===== src/design/bpl_pkg.sv =====
`timescale 1ns / 1ps
// ----------------------------------------------------------------------------
// bpl_pkg: shared types and constants for the BSP point locator
// Item and result layouts, node entry layout, walk state encoding.
// ----------------------------------------------------------------------------
package bpl_pkg;

	localparam int COORD_W   = 32;
	localparam int LINK_W    = 16;
	localparam int SUBSEC_W  = 15;
	localparam int COUNT_W   = 12;
	localparam int NODE_ID_W = 11;
	localparam int FRAC_BITS = 16;
	localparam int LEAF_BIT  = 15;

	localparam logic CMD_LOAD  = 1'b0;
	localparam logic CMD_QUERY = 1'b1;

	localparam logic SIDE_FRONT = 1'b0;
	localparam logic SIDE_BACK  = 1'b1;

	typedef struct packed {
		logic                        command;
		logic [NODE_ID_W-1:0]        node_index;
		logic signed [COORD_W-1:0]   line_x;
		logic signed [COORD_W-1:0]   line_y;
		logic signed [COORD_W-1:0]   line_dx;
		logic signed [COORD_W-1:0]   line_dy;
		logic [LINK_W-1:0]           front_child;
		logic [LINK_W-1:0]           back_child;
		logic signed [COORD_W-1:0]   point_x;
		logic signed [COORD_W-1:0]   point_y;
	} bpl_item_t;

	typedef struct packed {
		logic [SUBSEC_W-1:0] subsector_index;
		logic                walk_error;
	} bpl_result_t;

	// One node table entry as it sits in the memory.
	typedef struct packed {
		logic [COORD_W-1:0] line_x;
		logic [COORD_W-1:0] line_y;
		logic [COORD_W-1:0] line_dx;
		logic [COORD_W-1:0] line_dy;
		logic [LINK_W-1:0]  back_child;
		logic [LINK_W-1:0]  front_child;
	} bpl_node_t;

	typedef enum logic [1:0] {
		ST_IDLE,
		ST_WRAP,
		ST_EVAL,
		ST_STEP
	} bpl_state_t;

endpackage


===== src/design/bpl_index_wrap.sv =====
`timescale 1ns / 1ps
// ----------------------------------------------------------------------------
// bpl_index_wrap: reduces a node link to a table address
// Power-of-two tables mask the link into a register; other sizes register the
// link, a reciprocal-multiply quotient and then a multiply-subtract remainder.
// ----------------------------------------------------------------------------
module bpl_index_wrap
	import bpl_pkg::*;
#(
	parameter int NODE_ENTRIES = 2048,
	localparam int AW = (NODE_ENTRIES > 1) ? $clog2(NODE_ENTRIES) : 1
) (
	input  logic              clk,
	input  logic              arst_n,
	input  logic              start,
	input  logic [LINK_W-1:0] value,
	output logic              done,
	output logic [AW-1:0]     idx
);

	localparam bit IS_POW2 = ((NODE_ENTRIES & (NODE_ENTRIES - 1)) == 0);

	generate
		if (IS_POW2) begin : g_mask
			localparam logic [AW-1:0] MASK = AW'(NODE_ENTRIES - 1);
			logic          done_q;
			logic [AW-1:0] idx_q;

			always_ff @(posedge clk or negedge arst_n) begin
				if (!arst_n) begin
					done_q <= 1'b0;
				end else begin
					done_q <= start;
				end
			end

			always_ff @(posedge clk) begin
				if (start) begin
					idx_q <= value[AW-1:0] & MASK;
				end
			end

			assign done = done_q;
			assign idx  = idx_q;
		end else begin : g_recip
			// The rounded-up reciprocal with a shift of LINK_W plus the divisor
			// width gives the exact quotient for every LINK_W-bit value.
			localparam int DIV_L   = $clog2(NODE_ENTRIES);
			localparam int DIV_S   = LINK_W + DIV_L;
			localparam int RECIP_W = LINK_W + 2;
			localparam logic [RECIP_W-1:0] RECIP = RECIP_W'(
				((64'd1 << DIV_S) + 64'(NODE_ENTRIES) - 64'd1) / 64'(NODE_ENTRIES));
			localparam logic [LINK_W-1:0] DIVISOR = LINK_W'(NODE_ENTRIES);
			logic                      valid_s1, valid_s2, done_q;
			logic [LINK_W-1:0]         value_s1, value_s2, quot_s2;
			logic [AW-1:0]             idx_q;
			logic [LINK_W+RECIP_W-1:0] product;
			logic [LINK_W-1:0]         quotient;
			logic [LINK_W-1:0]         remainder;

			assign product   = value_s1 * RECIP;
			assign quotient  = LINK_W'(product >> DIV_S);
			assign remainder = value_s2 - quot_s2 * DIVISOR;

			always_ff @(posedge clk or negedge arst_n) begin
				if (!arst_n) begin
					valid_s1 <= 1'b0;
					valid_s2 <= 1'b0;
					done_q   <= 1'b0;
				end else begin
					valid_s1 <= start;
					valid_s2 <= valid_s1;
					done_q   <= valid_s2;
				end
			end

			always_ff @(posedge clk) begin
				if (start) begin
					value_s1 <= value;
				end
				if (valid_s1) begin
					value_s2 <= value_s1;
					quot_s2  <= quotient;
				end
				if (valid_s2) begin
					idx_q <= remainder[AW-1:0];
				end
			end

			assign done = done_q;
			assign idx  = idx_q;
		end
	endgenerate

endmodule


===== config.mk =====
export PLATFORM = sky130hd
export DESIGN_NAME = bpl_index_wrap
export DESIGN_NICKNAME = d
export VERILOG_FILES = /design/src/design/bpl_pkg.sv /design/src/design/bpl_index_wrap.sv
export SDC_FILE = /design/constraint.sdc
export NUM_CORES = 1
export LEC_CHECK = 0
export ABC_CLOCK_PERIOD_IN_PS = 800
export BUFFER_PORTS_ARGS = -buffer_cell sky130_fd_sc_hd__buf_2
export CELL_PAD_IN_SITES_DETAIL_PLACEMENT = 2
export CELL_PAD_IN_SITES_GLOBAL_PLACEMENT = 2
export CORE_MARGIN = 1.5
export CORE_UTILIZATION = 22
export CTS_BUF_LIST = sky130_fd_sc_hd__clkbuf_2 sky130_fd_sc_hd__clkbuf_4 sky130_fd_sc_hd__clkbuf_8
export DETAILED_ROUTE_END_ITERATION = 8
export GPL_ROUTABILITY_DRIVEN = 0
export PLACE_DENSITY = 0.83
export SETUP_SLACK_MARGIN = 0.1
export SYNTH_ARGS = -nofsm -noshare
export SYNTH_HDL_FRONTEND = slang
export SYNTH_SLANG_ARGS = --single-unit

===== constraint.sdc =====
create_clock -name clk -period 0.8 [get_ports clk]
set_input_delay 0.04 -clock clk [delete_from_list [all_inputs] [get_ports clk]]
set_output_delay 0.04 -clock clk [all_outputs]
set_load 0.05 [all_outputs]

==> flow_summary.ini, run 1 <==
[logic_synthesis]
syn_avg_cell_area_sq_um = 29.6
synth_area_sq_um = 355
synthCells = 12
synth_mux_area_share_pct = 0
synth-seq-area-share_pct = 100
syn_nets = 31
synth_fa_ha_area_share_pct = 0
synth-simple-area-share_pct = 0
synth-compound-area-share_pct = 0
synthDistinctLibCells = 2
yosys_warnings = 0
ys_seq_elements = 12
synth-xor-area-share_pct = 0

[final_layout]
antenna_cells = 0
layout_common_cells = 13 x buf_2, 12 x dlygate4sd3_1, 12 x buf_6, 11 x edfxtp_1, 4 x clkbuf_4
final_common_cell = buf_2
design_area_sq_um = 726
final_cells = 69
comb.multi_input.count = 0
fin_util_pct = 48.2
nets = 73
multi_input_area_sq_um = 0
synthToLayoutAreaGrowth_pct = 104
drive_gt1_share_pct = 54.7

[worst_setup_path]
cpLargestDelayFamily = flip-flops
worstSetupPathType = reg2out
worst_ep_arrival_time_ps = 850
cp.buffers_inverters = 1
max_stage_delay_ps = 410
worstPathCellList = buf_6
crit_required_ps = 760
worst-path-max-fanout = 1
cp-start-kind = flop
end_kind = output port
cp_slowest_cell = edfxtp_1

[floorplanning]
die_w_um = 43.2
die_h_um = 43.2
dieArea_sq_um = 1870
num_rows = 14
io_pins = 31
start_util_pct = 23.6
core_sq_um = 1510

[power]
p_leak_nw = 0.312
peakVddDrop_v = 0.000824
p_per_area_nw_per_um2 = 2130

[status]
status = finished, violations left
violations = setup timing

[timing]
fmax_ghz = 1.12
fin_tns_setup_ps = -758
maxSlewViolCount = 0
layout_setup_ws_ps = -94.1
fin_crit_sh_pct = 112
finalSetupViolations = 12
rsz0062_at_grt = yes
tightestPinTransition_ps = 257
relSlewSlack_pct = 82.9
period_minus_slack_ps = 894
hold_viol = 0
fin_hold_ws_ps = 36.7

[route]
firstDrtPassIters = 2
avgRoutedWirePerCell_um = 14.6
drtAntennaViolNets = 0
vias_per_cell = 4.12
num_vias = 284
drc = 0
wl_um = 1010
drt_iter0_drc = 1

[placement]
numPortBuffers = 25
dpl_cell_area_sq_um = 500
placed_cells = 53

[clocking]
numCtsBuffers = 3
cts.sinks = 12
cts.reportedPaths.clkPinSlew_ps = 80
h-tree-depth = 1
ctsRootBufferMaster = clkbuf_4
clockBufferDepth = 2
cts_tree = yes

[hold_path]
min_path_type = in2reg

[global_routing]
grt_usage_pct = 13.6
antenna_found_initial = 0
first_global_vias = 325
grt_pass1_wl_um = 1600
grt_max_degree = 13
gr-total-overflow = 0

[job]
cap_violations = 0
-- sequential cells by signal, indices dropped and copies added (netlist names) --
| signal | cells |
|---|---|
| done | 1 |
| idx | 11 |
-- cell families after synthesis --
logic type and after synthesis:
DFF 12
-- path summary, 6_finish.rpt --
| check | start | to | slack [ps] | cells past startpoint |
|---|---|---|---|---|
| max in group asynchronous | arst_n | done$_DFF_PN0_ | 640 | 2 |
| min in group asynchronous | arst_n | done$_DFF_PN0_ | 70 | 2 |
| hold / removal | start | done$_DFF_PN0_ | 40 | 1 |
| setup / recovery | idx[4]$_DFFE_PP_ | idx[4] | -90 | 1 |
-- where the power goes --
part	internal, mW	switching, mW
Clock	0.227	0.194
Combinational	0.146	0.214
Sequential	0.739	0.0226
-- per-stage QoR --
stage | setup WS (ps) | total power, mW
CTS | -110 | 1.57
finish | -94.1 | 1.54
floorplan | 159 | 0.934
global route | -142 | 1.63
global placement | 201 | 1.02
detailed placement | 170 | 1.02
-- layout make-up --
type | instances | area [sq um]
timing repair buffer | 37 | 320
sequential | 12 | 355
clock buffer | 4 | 30.0
tap | 16 | 20.0
fill | 157 | 781
-- layer usage --
| metal | GRT usage, % | up-vias | share of wire (%) |
|---|---|---|---|
| met5 | 0 | - | 0 |
| met4 | 7.27 | 0 | 1.7 |
| met3 | 7.66 | 2 | 12 |
| met2 | 21.5 | 28 | 51 |
| met1 | 14.0 | 125 | 35 |
| li1 | - | 129 | - |
-- repair_timing --
| item | 4_1_cts | 5_1_grt |
|---|---|---|
| gates resized for setup | 24 | 0 |
| hold buffers | 12 | 0 |
| endpoints found under the hold margin | 12 | 0 |
| buffers inserted | 0 | 0 |
| setup endpoints to repair | 12 | 12 |
-- synthesized netlist by cell type --
master / number / area, sq um
dfrtp_1: 1 / 25.0
edfxtp_1: 11 / 330
Note: power is estimated with default switching activity, not from simulation.
==> inputs of run 2 (changes only) <==
--- a/config.mk
+++ b/config.mk
@@ -14,7 +14,7 @@
 export CTS_BUF_LIST = sky130_fd_sc_hd__clkbuf_2 sky130_fd_sc_hd__clkbuf_4 sky130_fd_sc_hd__clkbuf_8
 export DETAILED_ROUTE_END_ITERATION = 8
 export GPL_ROUTABILITY_DRIVEN = 0
-export PLACE_DENSITY = 0.83
+export PLACE_DENSITY = 0.8
 export SETUP_SLACK_MARGIN = 0.1
 export SYNTH_ARGS = -nofsm -noshare
 export SYNTH_HDL_FRONTEND = slang
==> constraint.sdc (replaced) <==
create_clock -name clk -period 0.8 [get_ports clk]
set_input_delay 0 -clock clk [delete_from_list [all_inputs] [get_ports clk]]
set_output_delay 0 -clock clk [all_outputs]
set_load 0.05 [all_outputs]
==> run 2 against run 1 <==
Effect of this change: the flow still finishes with violations (setup timing); final cell count is 1.4% higher; die area stayed put; via count down 1.8%; flip-flop and latch count did not move; combinational power about the same; sequential power about the same; hold slack worse by 10 ps; design area is 2.2% higher; core utilization rose by 1.1 points; total power grew 4.1%; non-clock buffer count is 1 higher; largest cell class unchanged.
==> flow_summary.ini, run 2 (synthesized netlist as in run 1, its figures left out) <==
[job]
cap_violations = 0

[power]
power.net_switching_mw = 0.442
power_frac_seq_pct = 47.3
peakVddDrop_v = 0.000829
comb_power_share_pct = 22.4
p_per_area_nw_per_um2 = 2160
netSwitchingFraction_pct = 27.5
intPower_mw = 1.16
clkPwrFrac_pct = 30.2
p_leak_nw = 0.318

[clocking]
ctsRootBufferMaster = clkbuf_4
numCtsBuffers = 3
cts_tree = yes
h-tree-depth = 1
cts.sinks = 12
post-cts-setup-buffers = 0
clockBufferDepth = 2
cts.reportedPaths.clkPinSlew_ps = 80

[worst_setup_path]
cp_slowest_cell = edfxtp_1
crit_required_ps = 800
cp.buffers_inverters = 1
worstSetupPathType = reg2out
max_stage_delay_ps = 400
cpLargestDelayFamily = flip-flops
end_kind = output port
worst_ep_arrival_time_ps = 840
worst-path-max-fanout = 1
cp-start-kind = flop
worstPathCellList = buf_6

[timing]
finalSetupViolations = 12
hold_viol = 0
fin_crit_sh_pct = 105
maxSlewViolCount = 0
tightestPinTransition_ps = 258
rsz0062_at_grt = yes
fmax_ghz = 1.19
layout_setup_ws_ps = -40.8
relSlewSlack_pct = 82.8
period_minus_slack_ps = 841
fin_hold_ws_ps = 26.6

[placement]
dpl_cell_area_sq_um = 500
numPortBuffers = 25

[floorplanning]
start_util_pct = 23.6
io_pins = 31
core_sq_um = 1510
die_h_um = 43.2
num_rows = 14
dieArea_sq_um = 1870
die_w_um = 43.2

[route]
avgRoutedWirePerCell_um = 13.8
drc = 0
drtAntennaViolNets = 0
num_vias = 279
wl_um = 965
drt_iter0_drc = 0
firstDrtPassIters = 1
vias_per_cell = 3.99

[global_routing]
antenna_found_initial = 0
gr-total-overflow = 0
grt_usage_pct = 12.4
first_global_vias = 347
grt_pass1_wl_um = 1540
grt_max_degree = 13

[final_layout]
synthToLayoutAreaGrowth_pct = 109
antenna_cells = 0
comb.multi_input.count = 0
drive_gt1_share_pct = 53.7
multi_input_area_sq_um = 0
fill_cells = 154
nets = 74
largest_reg_flops = 11
design_area_sq_um = 742
layout_common_cells = 13 x dlygate4sd3_1, 13 x buf_2, 12 x buf_6, 11 x edfxtp_1, 3 x clkbuf_4
ff_latch_area_sq_um = 355

[status]
status = finished, violations left
violations = setup timing

[hold_path]
min_path_type = in2async
[run 2: worst max path at each step]
stage                     start          endpoint  slack (ps)  cells past startpoint
6_report       idx[7]$_DFFE_PP_            idx[7]         -40                      1
5_1_grt        idx[3]$_DFFE_PP_            idx[3]         -70                      1
4_1_cts        idx[6]$_DFFE_PP_            idx[6]         -60                      1
3_3_place_gp   idx[5]$_DFFE_PP_            idx[5]         230                      1
2_1_floorplan  idx[0]$_DFFE_PP_            idx[0]         200                      0
3_5_place_dp              start  idx[4]$_DFFE_PP_         220                      1
[run 2: through the flow]
stage                     worst slack, ps  cells  power [mW]  util [%]  TNS, ps
after floorplan                       199     12       0.934         -        0
after global placement                230     53        1.01      33.2        0
after detailed placement              217     53        1.02      33.2        0
after CTS                           -56.0     70        1.63      49.3     -468
after global routing                -73.7     70        1.67      49.3     -680
final                               -40.8     70        1.61      49.3     -315
[run 2: cell type report]
| class | instances | area share, % |
|---|---|---|
| clock buffer | 4 | 4.89 |
| sequential | 12 | 47.9 |
| tap | 16 | 2.70 |
| timing repair buffer | 38 | 44.5 |
[run 2: timing repair]
action,CTS,global route
gates resized for setup,24,0
hold endpoints to repair,13,0
pin swaps,0,0
setup endpoints to repair,12,12
hold buffers,13,0
[run 2: power groups by stage]
stage,sequential (mW),clock [mW],combinational [mW]
floorplan,0.934,0,0
global placement,0.760,0,0.252
detailed placement,0.763,0,0.258
CTS,0.761,0.502,0.362
global route,0.765,0.526,0.376
finish,0.760,0.486,0.361
[run 2: layer usage]
metal | vias up | global-route usage (%) | part of all wire (%)
li1 | 131 | - | -
met1 | 126 | 10.6 | 32
met2 | 20 | 23.3 | 57
met3 | 2 | 3.83 | 8.7
met4 | 0 | 9.09 | 2.0
met5 | - | 0 | 0
==> inputs of run 3 (changes only) <==
--- a/config.mk
+++ b/config.mk
@@ -5,7 +5,7 @@
 export SDC_FILE = /design/constraint.sdc
 export NUM_CORES = 1
 export LEC_CHECK = 0
-export ABC_CLOCK_PERIOD_IN_PS = 800
+export ABC_CLOCK_PERIOD_IN_PS = 950
 export BUFFER_PORTS_ARGS = -buffer_cell sky130_fd_sc_hd__buf_2
 export CELL_PAD_IN_SITES_DETAIL_PLACEMENT = 2
 export CELL_PAD_IN_SITES_GLOBAL_PLACEMENT = 2
==> constraint.sdc (replaced) <==
create_clock -name clk -period 0.95 [get_ports clk]
set_input_delay 0 -clock clk [delete_from_list [all_inputs] [get_ports clk]]
set_output_delay 0 -clock clk [all_outputs]
set_load 0.05 [all_outputs]
==> run 3 against run 2 <==
Effect of this change: the flow now finishes without violations; largest cell class unchanged; design area rose by 0.34%; critical path depth stayed put; via count decreased by 0.36%; final cell count stayed put.
==> flow_summary.ini, run 3 (synthesized netlist as in run 1, its figures left out) <==
[worst_setup_path]
worstSetupPathType = reg2out
cp-start-kind = flop
worst_ep_arrival_time_ps = 840
end_kind = output port
worst-path-stages = 1
cp.buffers_inverters = 1
cpLargestDelayFamily = flip-flops
cp_slowest_cell = edfxtp_1
max_stage_delay_ps = 400
worst-path-max-fanout = 1
crit_required_ps = 950
worstPathCellList = buf_6

[timing]
relSlewSlack_pct = 88.8
fmax_ghz = 1.19
hold_viol = 0
tightestPinTransition_ps = 169
finalSetupViolations = 0
fin_hold_ws_ps = 24.7
layout_setup_ws_ps = 108
fin_tns_setup_ps = 0
maxSlewViolCount = 0
period_minus_slack_ps = 842
rsz0062_at_grt = yes
fin_crit_sh_pct = 88.7

[clocking]
cts_tree = yes
post-cts-setup-buffers = 0
numCtsBuffers = 3
clockBufferDepth = 2
ctsRootBufferMaster = clkbuf_4
h-tree-depth = 1
cts.sinks = 12
cts.reportedPaths.clkPinSlew_ps = 80

[final_layout]
antenna_cells = 0
drive_gt1_share_pct = 53.7
comb.multi_input.count = 0
nets = 74
layout_common_cells = 13 x dlygate4sd3_1, 12 x buf_2, 12 x buf_6, 11 x edfxtp_1, 4 x clkbuf_4
multi_input_area_sq_um = 0
largest_reg_flops = 11
synthToLayoutAreaGrowth_pct = 110
final_common_cell = dlygate4sd3_1
design_area_sq_um = 744
fill_cells = 151

[route]
avgRoutedWirePerCell_um = 14.1
drc = 0
drt_iter0_drc = 0
firstDrtPassIters = 1
wl_um = 984
vias_per_cell = 3.97
drtAntennaViolNets = 0
num_vias = 278

[floorplanning]
num_rows = 14
core_sq_um = 1510
io_pins = 31
die_h_um = 43.2
dieArea_sq_um = 1870
start_util_pct = 23.6
die_w_um = 43.2

[hold_path]
min_path_type = in2async

[power]
p_total_mw = 1.35
clkPwrFrac_pct = 30.0
comb_power_share_pct = 22.6
peakVddDrop_v = 0.000698
p_leak_nw = 0.319
intPower_mw = 0.981
power_frac_seq_pct = 47.4
power.net_switching_mw = 0.371
p_per_area_nw_per_um2 = 1820
netSwitchingFraction_pct = 27.4

[global_routing]
gr-total-overflow = 0
grt_max_degree = 13
first_global_vias = 332
grt_usage_pct = 12.3
grt_pass1_wl_um = 1520
antenna_found_initial = 0

[job]
cap_violations = 0

[placement]
numPortBuffers = 25
dpl_cell_area_sq_um = 500
dpl_worst_slack_ps = 367

[status]
status = completed
==> run 3: final cells by class <==
cell class / instances / area [sq um] / share of cell area, %
Sequential cell: 12 / 355 / 47.7
Timing Repair Buffer: 38 / 333 / 44.7
Clock buffer: 4 / 36.3 / 4.87
Tap cell: 16 / 20.0 / 2.69
==> run 3: what timing repair did <==
action | in CTS | in global routing
endpoints found under the setup margin | 12 | 22
hold buffers | 13 | 0
endpoints found under the hold margin | 13 | 0
gates resized for setup | 19 | 6
==> run 3: how the worst max path moves through the flow <==
stage,start,end,slack [ps]
after floorplan,idx[0]$_DFFE_PP_,idx[0],350
after global placement,idx[5]$_DFFE_PP_,idx[5],380
after detailed placement,start,idx[4]$_DFFE_PP_,370
after CTS,idx[6]$_DFFE_PP_,idx[6],90
after global routing,idx[3]$_DFFE_PP_,idx[3],80
final,idx[0]$_DFFE_PP_,idx[0],110
==> run 3: power groups by stage <==
| stage | registers (mW) | clock network, mW | logic [mW] |
|---|---|---|---|
| after floorplan | 0.787 | 0 | 0 |
| after global placement | 0.640 | 0 | 0.212 |
| after detailed placement | 0.642 | 0 | 0.218 |
| after CTS | 0.638 | 0.423 | 0.296 |
| after global routing | 0.644 | 0.444 | 0.319 |
| final | 0.641 | 0.406 | 0.305 |
==> run 3: per-layer routing <==
layer	up-vias	track usage, %	share of wire, %
met3	2	3.83	8.9
met5	-	0	0
met4	0	9.09	1.9
met1	126	11.1	33
li1	130	-	-
met2	20	22.4	56
==> run 3: metrics by stage <==
step | cells | util, %
final | 70 | 49.4
after CTS | 70 | 48.0
after detailed placement | 53 | 33.2
after floorplan | 12 | -
after global placement | 53 | 33.2
after global routing | 70 | 49.4
